--- config.mk ---
export PLATFORM = sky130hd
export DESIGN_NAME = cuckoo_hash
export DESIGN_NICKNAME = d
export VERILOG_FILES = /design/src/rtl/core/cuckoo_pkg.sv /design/src/rtl/core/cuckoo_hash.sv
export SDC_FILE = /design/constraint.sdc
export NUM_CORES = 1
export LEC_CHECK = 0
export ABC_CLOCK_PERIOD_IN_PS = 7080
export BUFFER_PORTS_ARGS = -buffer_cell sky130_fd_sc_hd__buf_2
export CAP_MARGIN = 20
export CORE_UTILIZATION = 50
export DETAILED_ROUTE_END_ITERATION = 12
export PLACE_DENSITY = 0.7
export SYNTH_ARGS = -nofsm -noshare
export SYNTH_HDL_FRONTEND = slang
export SYNTH_SLANG_ARGS = --single-unit
--- constraint.sdc ---
create_clock -name clk -period 7.08 [get_ports clk]
set_input_delay 0.708 -clock clk [delete_from_list [all_inputs] [get_ports clk]]
set_output_delay 0.708 -clock clk [all_outputs]
set_load 0.005 [all_outputs]
--- src/rtl/core/cuckoo_pkg.sv ---
// cuckoo_pkg: types, constants and hash step functions for the cuckoo hash table
// no dependencies
package cuckoo_pkg;

	localparam int SLOTS_LOG2_DEF     = 11;
	localparam int ENTRY_CAPACITY_DEF = 1023;
	localparam int MAX_ROUNDS_DEF     = 20;

	localparam logic [31:0] EVEN_SEED = 32'hdeadbeef;
	localparam logic [31:0] ODD_SEED  = 32'hdeadbeef + 32'd8 + 32'h55555555;
	localparam logic [31:0] LARSON_M  = 32'd101;

	localparam logic [0:0] OP_INSERT = 1'b0;
	localparam logic [0:0] OP_FIND   = 1'b1;

	localparam logic [1:0] ST_OK        = 2'd0;
	localparam logic [1:0] ST_NOT_FOUND = 2'd1;
	localparam logic [1:0] ST_DROPPED   = 2'd2;
	localparam logic [1:0] ST_FULL      = 2'd3;

	typedef struct packed {
		logic [0:0]  operation;
		logic [63:0] key;
		logic [63:0] value;
	} cmd_t;

	typedef struct packed {
		logic [1:0]  status;
		logic [63:0] found_value;
		logic [63:0] dropped_key;
	} result_t;

	typedef enum logic [3:0] {
		S_IDLE,
		S_CLEAR,
		S_HASH,
		S_SLOT_RD,
		S_SLOT_WAIT,
		S_ENTRY_RD,
		S_ENTRY_WAIT,
		S_FIND_CHECK,
		S_DONE
	} state_t;

	typedef struct packed {
		logic        start;
		logic [63:0] key;
	} hash_req_t;

	typedef struct packed {
		logic        done;
		logic [15:0] even_h;
		logic [31:0] odd_c;
	} hash_rsp_t;

	function automatic logic [31:0] rotl32(input logic [31:0] x, input logic [4:0] r);
		logic [63:0] d;
		begin
			d = {x, x} << r;
			return d[63:32];
		end
	endfunction

	// one mix step: x ^= y; x -= rot(y, r)
	function automatic logic [31:0] mix_step(input logic [31:0] x, input logic [31:0] y,
			input logic [4:0] r);
		return (x ^ y) - rotl32(y, r);
	endfunction

endpackage

--- src/rtl/core/cuckoo_hash.sv ---
// cuckoo_hash: iterative hash unit, one shared multiply-add then one shared mix step a cycle
// depends on cuckoo_pkg
module cuckoo_hash (
	input  logic                  clk,
	input  logic                  arst_n,
	input  cuckoo_pkg::hash_req_t req,
	output cuckoo_pkg::hash_rsp_t rsp
);
	import cuckoo_pkg::*;

	logic [3:0]  step_q;
	logic        busy_q;
	logic [63:0] key_q;
	logic [31:0] h_q, a_q, b_q, c_q;
	logic [7:0]  byte_sel;
	logic [31:0] m_x, m_y, m_r;
	logic [4:0]  rot;

	assign byte_sel = key_q[8*step_q[2:0] +: 8];

	// shared mix unit: operand choice per step
	always_comb begin
		unique case (step_q)
			4'd7:  begin m_x = c_q; m_y = b_q; rot = 5'd14; end
			4'd8:  begin m_x = a_q; m_y = c_q; rot = 5'd11; end
			4'd9:  begin m_x = b_q; m_y = a_q; rot = 5'd25; end
			4'd10: begin m_x = c_q; m_y = b_q; rot = 5'd16; end
			4'd11: begin m_x = a_q; m_y = c_q; rot = 5'd4;  end
			4'd12: begin m_x = b_q; m_y = a_q; rot = 5'd14; end
			4'd13: begin m_x = c_q; m_y = b_q; rot = 5'd24; end
			default: begin m_x = c_q; m_y = b_q; rot = 5'd14; end
		endcase
		m_r = mix_step(m_x, m_y, rot);
	end

	always_ff @(posedge clk or negedge arst_n) begin
		if (!arst_n) begin
			busy_q <= 1'b0;
			step_q <= '0;
		end else if (req.start) begin
			busy_q <= 1'b1;
			step_q <= '0;
		end else if (busy_q) begin
			step_q <= step_q + 4'd1;
			if (step_q == 4'd13) begin
				busy_q <= 1'b0;
			end
		end
	end

	always_ff @(posedge clk) begin
		if (req.start) begin
			key_q <= req.key;
			h_q   <= EVEN_SEED;
			a_q   <= ODD_SEED + req.key[31:0];
			b_q   <= ODD_SEED + req.key[63:32];
			c_q   <= ODD_SEED;
		end else if (busy_q) begin
			if (step_q < 4'd7) begin
				h_q <= h_q * LARSON_M + {24'd0, byte_sel};
			end else begin
				unique case (step_q)
					4'd8, 4'd11: a_q <= m_r;
					4'd9, 4'd12: b_q <= m_r;
					default:     c_q <= m_r;
				endcase
			end
		end
	end

	assign rsp.done   = busy_q && step_q == 4'd13;
	assign rsp.even_h = h_q[15:0] ^ h_q[31:16];
	assign rsp.odd_c  = m_r ^ {16'd0, m_r[31:16]};

	a_restart: assert property (@(posedge clk) disable iff (!arst_n)
		!(req.start && busy_q)) else $error("hash restarted while busy");
	a_done: assert property (@(posedge clk) disable iff (!arst_n)
		rsp.done |=> !busy_q) else $error("hash ran past its last step");
	a_rise: assert property (@(posedge clk) disable iff (!arst_n)
		$rose(busy_q) |-> $past(req.start)) else $error("hash started without request");
endmodule

Word-level counts from Yosys, hierarchy flattened

Cells that the tools add are included.

Output and inout bits: 49
Flip-flop bits (word level): 197

$mul: 1
Order comparisons: 1
Bitwise operators: 5
Mux-type cells: 16
Add/sub/neg operators: 5
Shifts and indexed selects: 2
Reductions and logical operators: 11
Equal/unequal tests: 7

Operators with widths:

| cell                   | count |
|---|---|
| $mux 32                | 8 |
| $pmux 32 s2            | 2 |
| $add 30x32->32 const A | 2 |
| $shiftx 64x7->8        | 1 |
| $shl 64x5->64          | 1 |
| $add 32x8->32          | 1 |
| $mul 32x7->32 const B  | 1 |
| $sub 32x32->32         | 1 |
| $xor 32x16->32         | 1 |
| $xor 32x32->32         | 1 |
| $pmux 5 s5             | 1 |
| $eq 4x4->1 const B     | 6 |
| $xor 16x16->16         | 1 |
| $reduce_and 3->1       | 3 |
| $mux 4                 | 2 |
| $reduce_bool 2->1      | 3 |
| $add 4x1->4 const B    | 1 |
| $lt 4x3->1 const B     | 1 |
| $reduce_or 2->1        | 2 |
| $reduce_or 4->1        | 1 |
| $mux 1                 | 3 |
| $ne 2x2->1 const B     | 1 |
| $not 1->1              | 2 |
| $reduce_and 2->1       | 1 |
| $logic_and 1x1->1      | 1 |

Depth between registers and ports, before layout

Depth after elaboration: 9
Depth in mapped cells: 27
Mapped depth without buffers: 22

Least setup slack after synthesis

No wires, ideal clock.

Path kind: reg-to-output
Start point: register step_q[0]
End point: output port rsp[14] (netlist bit)
Arrival time: 6.316 ns
Stages on the path, launching flop included: 26
Setup slack: 0.056 ns
Cells stage by stage: dfrtp_1 -> clkbuf_1 -> clkbuf_1 -> inv_1 -> ha_1 -> nor2_1 -> nor2_1 -> o221ai_1 -> clkbuf_1 -> buf_1 -> mux2i_1 -> mux2i_1 -> mux2i_1 -> mux2_2 -> ha_1 -> inv_1 -> fa_1 -> a211oi_1 -> o21ai_0 -> a41oi_1 -> o221ai_1 -> a31o_2 -> a21oi_1 -> o21a_1 -> xnor2_1 -> xor2_1

RTL lines:

| item                   | line              | source |
|---|---|---|
| from (decl)            | cuckoo_hash.sv:11 | `logic [3:0] step_q;` |
| from (signal assigned) | cuckoo_hash.sv:44 | `step_q <= step_q + 4'd1;` |
| to (decl)              | cuckoo_hash.sv:7  | `output cuckoo_pkg::hash_rsp_t rsp` |

==> impl_metrics.tcl <==
set metrics [dict create \
    cts_tree "yes" \
    grt_pass1_vias 14700 \
    yosysWarningCount 0 \
    grt_usage 0.311 \
    drc 0 \
    drtIter0Drc 1351 \
    dr_total_vias 15100 \
    io_buffers 115 \
    skew_ns 0.0139 \
    max_freq_ghz 0.147 \
    min_period_over_period 0.960 \
    slew_violations 0 \
    syn_area_um2 18000 \
    final_common_cell "inv_1" \
    viasPerCell 6.08 \
    gr-total-overflow 0 \
    layout-area-overhead-vs-synth_pct 10.2 \
    tightest_slew_ns 1.04 \
    dr.pass1.iters 6 \
    gp_congestion 1.00 \
    syn_avg_cell_area_um2 9.30 \
    worst_ep_arrival_time_ns 6.09 \
    crit_required_ns 6.37 \
    wl_mm 56.2 \
    yosysSeqAreaShare 0.292 \
    final_cell_mix "inv_1, a21oi_1, nand2_1, edfxtp_1" \
    post_drt_wl_per_cell_um 22.6 \
    grt_pass1_wl_mm 85.4 \
    setup.worst_path.end_class "output port" \
    htree_levels 4 \
    initial_core_util 0.506 \
    syn_nets 2184 \
    async_flop_share 0.0254 \
    path_class "flip-flop to output port" \
    synth-main-ff-cell "edfxtp_1" \
    antenna_left 0 \
    synth_edf_count 128 \
    row_count 69 \
    syn_inst 1931 \
    numCtsBuffers 17 \
    layout.nets 2268 \
    dieArea_um2 36700 \
    clkSlewWorstSetupHoldPaths_ns 0.08 \
    design.core.area_um2 35500 \
    status "finished, final reports clean" \
    drive_gt1_frac 0.148 \
    synth-seq-cells 197 \
    antenna_found_initial 1 \
    setup_violations 0 \
    critPathMaxFanout 10 \
    clk-insertion-delay-late_ns 0.45 \
    die_width_um 192 \
    cap_viol_max_count 0 \
    clock_sinks 197 \
    hp-class "input port to asynchronous set/reset pin" \
    dp_hpwl_mm 44.4 \
    hold_viol 0 \
    clockRootBuffer "clkbuf_16" \
    io_pins 116 \
    die_y_um 192 \
    slew_headroom 0.308 \
    post-route-util 0.558 \
    worstSetupStartpointType "flip-flop" \
    grt_start_max_net_pins 68 \
    final.min_clock_period_ns 6.79 \
    ys_types 74 \
    tns_ns 0 \
    cts_buffer_depth 2 \
]
kinds of logic after synthesis:
family	Yosys count	share of synthesized area
buffers and inverters	306	0.0707
AND/OR/NAND/NOR	376	0.0916
multiplexers	164	0.108
flip-flops	197	0.292
XOR/XNOR	171	0.0842
adder cells (fa/ha/maj)	186	0.153
AO/OA/AOI/OAI	531	0.200
worst paths after layout:
kind	from	end	slack (ns)	depth (start not counted)
hold / removal	arst_n	step_q[2]$_DFFE_PN0P_	0.07	1
setup reg to reg	step_q[1]$_DFFE_PN0P_	a_q[31]$_DFFE_PP_	1.02	23
min in group clk	req[57]	key_q[57]$_DFFE_PP_	0.46	1
setup / recovery	step_q[1]$_DFFE_PN0P_	rsp[13]	0.29	21
hold reg to reg	c_q[9]$_SDFFE_PP0P_	c_q[9]$_SDFFE_PP0P_	0.53	2
max in group asynchronous	arst_n	step_q[3]$_DFFE_PN0P_	6.86	1
worst max-delay path: stages, from the launching register on:
cell	delay, ns
dfrtp_1	0.41
inv_1	0.08
ha_1	0.21
o21ba_4	0.25
o21ai_2	0.53
a222oi_1	0.25
mux2_2	0.35
nor2_1	0.11
a21oi_1	0.08
a211oi_1	0.25
a21oi_1	0.10
mux2_2	0.28
ha_1	0.37
o21ai_0	0.14
a21oi_1	0.30
o311ai_2	0.19
o21ai_0	0.32
a21o_1	0.16
a21oi_1	0.13
xnor2_1	0.79
xnor2_1	0.19
buf_2	0.14
routing by layer:
layer	track usage	vias up	wire, um	part of all wire
met5	0	-	13	0.00023
met3	0.0384	147	3340	0.059
li1	-	7147	-	-
met1	0.391	7263	23100	0.41
met2	0.509	586	26200	0.47
met4	0.190	2	3650	0.065
what timing repair did:
item,CTS,global route
endpoints found under the setup margin,11,24
setup buffers,2,8
gates cloned,1,0
resized for setup,3,20
pin swaps,1,4
hold buffers,0,0
flip-flops by register name (all words and copies together) (netlist names):
name    flops
c_q        32
h_q        32
b_q        32
step_q      4
busy_q      1
key_q      64
a_q        32
synthesized netlist by cell type, types with 9 or more instances:
cell type | number | area (um2)
inv_1 | 196 | 736
a21oi_1 | 152 | 761
nand2_1 | 143 | 537
ha_1 | 129 | 1610
edfxtp_1 | 128 | 3840
nor2_1 | 127 | 477
mux2i_1 | 107 | 1070
xnor2_1 | 106 | 928
clkbuf_1 | 66 | 248
dfxtp_1 | 64 | 1280
xor2_1 | 64 | 561
fa_1 | 57 | 1140
o21ai_0 | 56 | 280
a21o_1 | 50 | 375
a22oi_1 | 50 | 375
mux2_2 | 37 | 417
nand3_1 | 34 | 170
o22ai_1 | 34 | 213
o211ai_1 | 30 | 225
buf_4 | 22 | 165
mux4_2 | 20 | 450
a211oi_1 | 19 | 143
a22o_1 | 17 | 149
a221oi_1 | 16 | 140
a222oi_1 | 16 | 160
o21a_1 | 16 | 120
a31oi_1 | 15 | 93.8
nor3_1 | 12 | 60.1
buf_1 | 11 | 41.3
nand2b_1 | 11 | 68.8
and3_1 | 9 | 56.3
nor2b_1 | 9 | 56.3
metrics by stage:
step / setup slack, ns / hold WS (ns) / instances / cell area (um2)
after floorplan: 0.0559 / 0.412 / 1931 / 18000
after global placement: 0.308 / 0.513 / 2446 / 19000
after detailed placement: 0.241 / 0.515 / 2446 / 19000
after CTS: 0.0242 / 0.0552 / 2481 / 19600
after global routing: -0.0126 / 0.0614 / 2489 / 19800
final: 0.286 / 0.0677 / 2490 / 19800
cell type report:
cell class,instances,area (um2)
antenna,1,2.50
clock buffer,17,425
clock inverter,15,161
fill,3184,15700
inverter,196,736
multi-input combinational,1429,11600
sequential,197,5250
tap,461,577
timing repair buffer,174,1050
Power is not shown: default switching activity piles up to over one toggle a cycle in this logic, so the estimate is an artifact.
