--- src/rtl/core/cuckoo_ram.sv ---
// cuckoo_ram: generic single port RAM with registered read
// no dependencies
module cuckoo_ram #(
	parameter int WIDTH = 8,
	parameter int DEPTH = 16
) (
	input  logic                     clk,
	input  logic                     we,
	input  logic [$clog2(DEPTH)-1:0] addr,
	input  logic [WIDTH-1:0]         wdata,
	output logic [WIDTH-1:0]         rdata
);
	logic [WIDTH-1:0] mem_q [DEPTH];

	always_ff @(posedge clk) begin
		if (we) begin
			mem_q[addr] <= wdata;
		end
		rdata <= mem_q[addr];
	end
endmodule

--- config.mk ---
export PLATFORM = sky130hd
export DESIGN_NAME = cuckoo_ram
export DESIGN_NICKNAME = d
export VERILOG_FILES = /design/src/rtl/core/cuckoo_ram.sv
export SDC_FILE = /design/constraint.sdc
export NUM_CORES = 1
export LEC_CHECK = 0
export ABC_AREA = 0
export BUFFER_PORTS_ARGS = -buffer_cell sky130_fd_sc_hd__buf_2
export CAP_MARGIN = 5
export CORE_UTILIZATION = 38
export DETAILED_ROUTE_END_ITERATION = 16
export SYNTH_ARGS = -nofsm -noshare
export SYNTH_HDL_FRONTEND = slang
export SYNTH_SLANG_ARGS = --single-unit
--- constraint.sdc ---
create_clock -name clk -period 2.35 [get_ports clk]
set_input_delay 0.235 -clock clk [delete_from_list [all_inputs] [get_ports clk]]
set_output_delay 0.235 -clock clk [all_outputs]
set_load 0.02 [all_outputs]
After elaboration in Yosys (flattened, before gate mapping)

Memory sizes are Yosys's and may differ from the RTL's. A register that Yosys moved wholly into a read port is not among the register bits.
Index checks and enable logic that the tools add are counted.

Multiplexer cells: 2

Operators by type and width:

| cell             | number |
|---|---|
| 2-to-1 mux 1 bit | 2 |

Memories kept: 1
Input port bits: 14
Bits in registers: 0
Memory bits (writable): 128
Word-level logic and storage cells: 3

Memory list:

| memory | depth | bits a word | read ports | clocked after Yosys merged registers in | write ports | line | text |
|---|---|---|---|---|---|---|---|
| mem_q  | 16    | 8           | 1          | 1                                       | 1           | 13   | `logic [WIDTH-1:0] mem_q [DEPTH];` |

Longest topological paths before layout

Gate-level depths: netlist (run 1).

Depth after elaboration: 2
Mapped depth: 5

Worst setup path before layout (run 1)

OpenSTA, ideal clock, no wires.

Kind: input port to flip-flop
Start point: in addr[2]
End point: mem mem_q[0][0] (enable)
Slack: 0.622 ns
Stages: 2
Data required time: 1.967 ns
Data arrival time: 1.345 ns
Cells stage by stage: or3b_2 -> nor3_1

RTL lines:

| item            | line | text |
|---|---|---|
| start, declared | 9    | `input logic [$clog2(DEPTH)-1:0] addr,` |
| end, declared   | 13   |  |

No word-level cell before the write port.

Worst setup path in the final report (run 1)

Start point: in addr[2]
End point: mem mem_q[1][3] (enable)

No word-level cell before the write port.

==> results of run 1 <==
worst min path at each step:
| stage | from | to | slack [ns] | cells past startpoint |
|---|---|---|---|---|
| global placement | wdata[2] | mem_q[7][2] | 0.64 | 1 |
| floorplan | wdata[0] | mem_q[0][0] | 0.33 | 0 |
| finish | wdata[6] | mem_q[14][6] | 0.24 | 1 |
| detailed placement | rdata[2] | rdata[2] | 0.65 | 1 |
| global route | wdata[1] | mem_q[9][1] | 0.22 | 1 |
| CTS | wdata[1] | mem_q[0][1] | 0.22 | 1 |
cell usage in the layout, fill, tap and decap left out, drive strengths merged:
| cell | count |
|---|---|
| a22oi | 16 |
| nand3b | 2 |
| nor2 | 13 |
| nor2b | 2 |
| clkbuf | 20 |
| clkinvlp | 3 |
| mux4 | 32 |
| inv | 3 |
| and2 | 1 |
| or3b | 1 |
| nor3 | 4 |
| edfxtp | 128 |
| nand3 | 1 |
| clkinv | 4 |
| bufinv | 2 |
| dfxtp | 8 |
| nand2b | 2 |
| buf | 39 |
| nand2 | 9 |
sequential cells by signal (all words and copies together) (netlist names):
name / flops
rdata: 8
mem_q: 128
per-stage QoR:
| stage | total power, µW | utilization |
|---|---|---|
| after floorplan | 2930 | - |
| after global placement | 3050 | 0.427 |
| after detailed placement | 3060 | 0.427 |
| after CTS | 5770 | 0.476 |
| after global routing | 5890 | 0.476 |
| final | 5710 | 0.476 |
cell type report:
cell class,count,share of cell area
Tap cell,172,0.0353
Timing Repair Buffer,39,0.0414
Clock inverter,12,0.0224
Sequential cell,136,0.656
Clock buffer,20,0.0802
Multi-Input combinational cell,83,0.164
routing by layer:
metal	vias up	global-route usage
li1	1055	-
met1	1249	0.189
met2	52	0.253
met3	9	0.0547
met4	0	0.0665
met5	-	0
worst max-delay path: stages:
cell and delay [ns]:
buf_2 0.14, or3b_2 0.54, nor2_1 0.56
where the power goes:
group / switching (µW) / total (µW) / internal [µW]
registers: 13.1 / 2730 / 2710
clock network: 985 / 2710 / 1730
logic: 167 / 275 / 107
kinds of logic after synthesis:
family	after synthesis	share of synthesized area
DFF	136	0.790
and+or+nand+nor	35	0.0321
muxes	32	0.142
AOI/OAI and AO/OA	16	0.0237
buffers and inverters	11	0.0119
==> flow_summary_export.csv, run 1 <==
group,metric,value,unit
timing,layout_setup_ws,0.904,ns
global_routing,track_usage,0.156,
final_layout,multi_input_area,0.00100,mm²
pwr,p_per_area,936,mW/mm²
final_layout,stdcell_area,0.00610,mm²
critical_path,end_kind,"flip-flop",
timing,worst_clock_skew,0.00465,ns
clock_tree,clockBufferDepth,2,
final_layout,stdcell_count,462,
die,die_height,117,µm
global_routing,antenna_found_initial,0,
final_layout,fill_cells,1071,
job,maxCapViolations,0,
pwr,vdd.ir_drop.worst,0.524,mV
route,routed_wl,10000,µm
global_routing,grt_start_max_net_pins,21,
global_routing,grt_pass1_wl,15000,µm
die,start_util,0.395,
critical_path,path_class,"primary input to flip-flop",
placed_design,placed_cell_area,0.00548,mm²
timing,drv_slew,0,
logic_synthesis,async_flop_share,0,
route,drt_iter0_markers,164,
clock_tree,numCtsBuffers,17,
route,route.met2.wl,5200,µm
logic_synthesis,seq_area_frac_synth,0.790,
timing,fin_crit,1.45,ns
route,routedLengthMet1,4240,µm
timing,timing.fmax,692,MHz
final_layout,regArea,0.00400,mm²
timing,holdWs,0.236,ns
route,postRouteAntennaNets,0,
placed_design,place_ws,0.487,ns
global_routing,grt_pass1_vias,2431,
critical_path,arrival,1.48,ns
clock_tree,clkSinkCount,136,
logic_synthesis,syn_area,0.00507,mm²
timing,tightest_slew,0.864,ns
critical_path,r2r_end,"rdata[6]",
logic_synthesis,syn-num-nets,244,
route,wl_met3,416,µm
placed_design,dp.cells,430,
logic_synthesis,synth_top_cell_by_area,"edfxtp_1",
final_layout,drive_gt1_frac,0.359,
logic_synthesis,yosysUniqueCellTypes,18,
die,core,0.0128,mm²
critical_path,crit_start,"addr[2]",
final_layout,syn2layout_area_growth,20.4,%
route,dr.pass1.iters,4,
critical_path,reg2reg_slack,0.97,ns
route,vias,2365,
logic_synthesis,synth_top_cells_by_count,"128 x edfxtp_1, 32 x mux4_2, 16 x a22oi_1",
logic_synthesis,synth_ff_type,"edfxtp_1",
critical_path,reg2reg_from,"mem_q[15][6]",
logic_synthesis,yosysMostFrequentCell,"edfxtp_1",
clock_tree,clk_latency,0.40,ns
hold_path,hold_path.class,"primary input to flip-flop",
logic_synthesis,yosysWarnings,0,
die,io_pins,22,
critical_path,cp_max_fo,8,
logic_synthesis,synth_top_area_share,0.759,
clock_tree,clockRootBuffer,"clkbuf_16",
timing,hold_viol_final,0,
route,top_layer_used,"met4",
timing,rsz0062_at_grt,"false",
placed_design,hpwl,6440,µm
critical_path,cp-endpoint,"mem_q[1][3]",
timing,setup_viol_count_final,0,
clock_tree,hold_buffers,0,
route,post_drt_wl_per_cell,21.6,µm
route,drc,0,
logic_synthesis,syn_area_per_cell,22.0,µm²
final_layout,diodes,0,
global_routing,grt-ovfl-total,0,
run_status,status,"finished, final reports clean",
die,dieWidth,117,µm
placed_design,port_buffers,21,
clock_tree,cts_setup_buffers,0,
critical_path,cp.required,2.38,ns
critical_path,reg2reg_depth,3,
die,placementRows,41,
timing,maxSlewHeadroom,0.422,
clock_tree,cts_tree,"yes",
clock_tree,htreeDepth,4,
clock_tree,path_clk_slew,0.06,ns
timing,fin_setup_tns,0,ns
logic_synthesis,ys_top_cells_by_area,"edfxtp_1 76%, mux4_2 14%, dfxtp_1 3.2%, a22oi_1 2.4%, nor2_1 0.96%",
critical_path,start_kind,"primary input",
placed_design,globalplace.congestion,0.759,
die,dieArea,0.0138,mm²
timing,post-route-period-util,0.615,
clock_tree,ctsResizeCount,0,
route,vias_per_cell,5.12,
pwr,p_leak,0.00202,µW
logic_synthesis,netlist_instances,230,
logic_synthesis,ys_ff_latch,136,
logic_synthesis,synth_edf_count,128,
final_layout,nNetsFinal,291,
No activity file was read; power rests on OpenSTA's default activity.
==> inputs of run 2 (changes only) <==
Clock period 2.35 ns to 1.2 ns, I/O delays scaled along.
==> run 2 against run 1 <==
Compared with the run above: critical path depth increased by 1; hold slack got worse by 0.11 ns; largest power group is now clock; the run now ends with setup timing left; count of clock-buffer cells in the layout rose by 4; critical endpoint is now rdata[5]; die area stayed put; clock power grew 99%; final area is 7.5% higher; total power rose by 100%; worst setup slack worse by 1.1 ns; global-route usage rose by 1.3 points; routed wire length is 6.6% higher; first-iteration DRC count up 29%.
==> flow_summary_export.csv, run 2 (synthesis gave the netlist of run 1 again) <==
group,metric,value,unit
pwr,p_seq_frac,0.468,
timing,maxSlewHeadroom,0.464,
route,drc,0,
clock_tree,numCtsBuffers,17,
critical_path,cp_max_fo,1,
timing,setup_viol_count_final,8,
final_layout,syn2layout_area_growth,29.4,%
die,die_height,117,µm
global_routing,grt_start_max_net_pins,21,
final_layout,regMostFlops,"mem_q",
hold_path,hold_path_end,"mem_q[14][1]",
hold_path,hold_path.class,"primary input to flip-flop",
clock_tree,hold_buffers,0,
timing,layout_setup_ws,-0.165,ns
timing,worst_clock_skew,0.00796,ns
die,io_pins,22,
final_layout,final_util,0.511,
route,routed_wl,10700,µm
pwr,power_frac_comb,0.060,
pwr,p_per_area,1740,mW/mm²
route,drt_iter0_markers,211,
hold_path,hold_start,"wdata[1]",
final_layout,largest_register_ffs,128,
final_layout,diodes,0,
placed_design,hpwl,6870,µm
pwr,vdd.ir_drop.worst,1.40,mV
global_routing,grt_pass1_vias,2632,
pwr,p_sw,2220,µW
timing,tightest_slew,0.802,ns
clock_tree,path_clk_slew,0.06,ns
die,start_util,0.395,
job,maxCapViolations,0,
final_layout,drive_gt1_frac,0.466,
hold_path,hold_depth,1,
clock_tree,clockRootBuffer,"clkbuf_16",
route,postRouteAntennaNets,0,
die,dieArea,0.0138,mm²
critical_path,start_kind,"flip-flop",
critical_path,path_class,"flip-flop to flip-flop",
critical_path,crit_family,"multiplexers",
final_layout,reg_top3,"mem_q: 128 flops, rdata: 8 flops",
critical_path,path_cells,"mux4_2, a22oi_2, buf_4, nand2_2",
global_routing,antenna_found_initial,0,
critical_path,r2r_end,"rdata[5]",
timing,fin_crit,1.37,ns
timing,timing.fmax,732,MHz
timing,rsz0062_at_grt,"true",
timing,drv_slew,0,
timing,post-route-period-util,1.14,
pwr,sw_frac_of_total,0.194,
pwr,p_leak,0.00216,µW
final_layout,nNetsFinal,308,
critical_path,cp.required,1.49,ns
route,dr.pass1.iters,6,
die,core,0.0128,mm²
die,dieWidth,117,µm
run_status,violations,"setup timing",
pwr,p_total,11400,µW
critical_path,reg2reg_slack,-0.17,ns
clock_tree,clkSinkCount,136,
global_routing,track_usage,0.169,
run_status,status,"complete, but fails checks",
clock_tree,clk_latency,0.41,ns
route,vias_per_cell,5.19,
final_layout,final_common_cell,"edfxtp_1",
critical_path,end_kind,"flip-flop",
final_layout,final_cell_mix,"128 x edfxtp_1, 32 x mux4_2, 21 x buf_2",
placed_design,globalplace.congestion,0.769,
critical_path,slowest_stage,"mux4_2",
global_routing,grt-ovfl-total,0,
critical_path,reg2reg_from,"mem_q[3][5]",
placed_design,port_buffers,21,
critical_path,reg2reg_depth,4,
route,post_drt_wl_per_cell,22.2,µm
clock_tree,cts_setup_buffers,0,
critical_path,arrival,1.66,ns
critical_path,max_stage_delay,0.52,ns
timing,fin_setup_tns,-1.02,ns
route,vias,2485,
clock_tree,clockBufferDepth,2,
die,placementRows,41,
critical_path,path_buf_inv,1,
final_layout,fill_cells,1048,
timing,hold_viol_final,0,
pwr,p_int,9190,µW
pwr,clkPwrFrac,0.472,
clock_tree,cts_tree,"yes",
global_routing,grt_pass1_wl,16400,µm
clock_tree,htreeDepth,4,
-- run 2: cell types whose count changed in the layout (fill, tap and decap cells not counted), moves of 5 or more --
cell	delta
nand2_1	-5
nor2_4	+12
nand2_2	+5
clkbuf_1	+5
nor2_1	-12
buf_12	+14
-- run 2: cell type report --
type	instances	area, µm²	share of cell area
Timing Repair Buffer	56	556	0.0847
Sequential cell	136	4000	0.611
Clock buffer	24	472	0.0719
Multi-Input combinational cell	83	1160	0.178
Tap cell	172	215	0.0328
Clock inverter	8	145	0.0221
-- run 2: worst max-delay path by stage --
stage / start / slack [ns] / depth (start not counted) / end
final: mem_q[3][5] / -0.17 / 4 / rdata[5]
after global routing: mem_q[3][5] / -0.21 / 4 / rdata[5]
after CTS: mem_q[3][5] / -0.19 / 4 / rdata[5]
after detailed placement: addr[0] / -0.37 / 6 / rdata[7]
after global placement: addr[0] / -0.38 / 6 / rdata[7]
after floorplan: addr[2] / -0.06 / 2 / mem_q[8][0]
-- run 2: power groups by stage --
stage	combinational, µW	sequential (µW)	clock [µW]
after detailed placement	681	5440	0
after floorplan	322	5470	0
after CTS	689	5340	5460
after global routing	728	5350	5670
after global placement	670	5440	0
final	686	5340	5380
-- run 2: timing repair --
action / CTS / global route
setup endpoints to repair: 8 / 8
pin swaps: 2 / 3
gates resized for setup: 3 / 5
-- run 2: layer usage --
layer  routed length [µm]  global-route usage  share of wire  vias to the layer above
li1                     -                   -              -                     1093
met1                 4880               0.231           0.46                     1307
met2                 5270               0.257           0.49                       77
met3                  401              0.0465          0.038                        8
met4                  112              0.0681          0.011                        0
met5                    0                   0              0                        -
-- run 2: through the flow --
step                area, µm²  worst slack (ns)  instances  hold slack [ns]
floorplan                5230           -0.0587        230            0.219
global placement         5910            -0.382        447            0.529
detailed placement       5910            -0.368        447            0.536
CTS                      6540            -0.186        479            0.101
global route             6560            -0.206        479            0.102
finish                   6560            -0.165        479            0.123
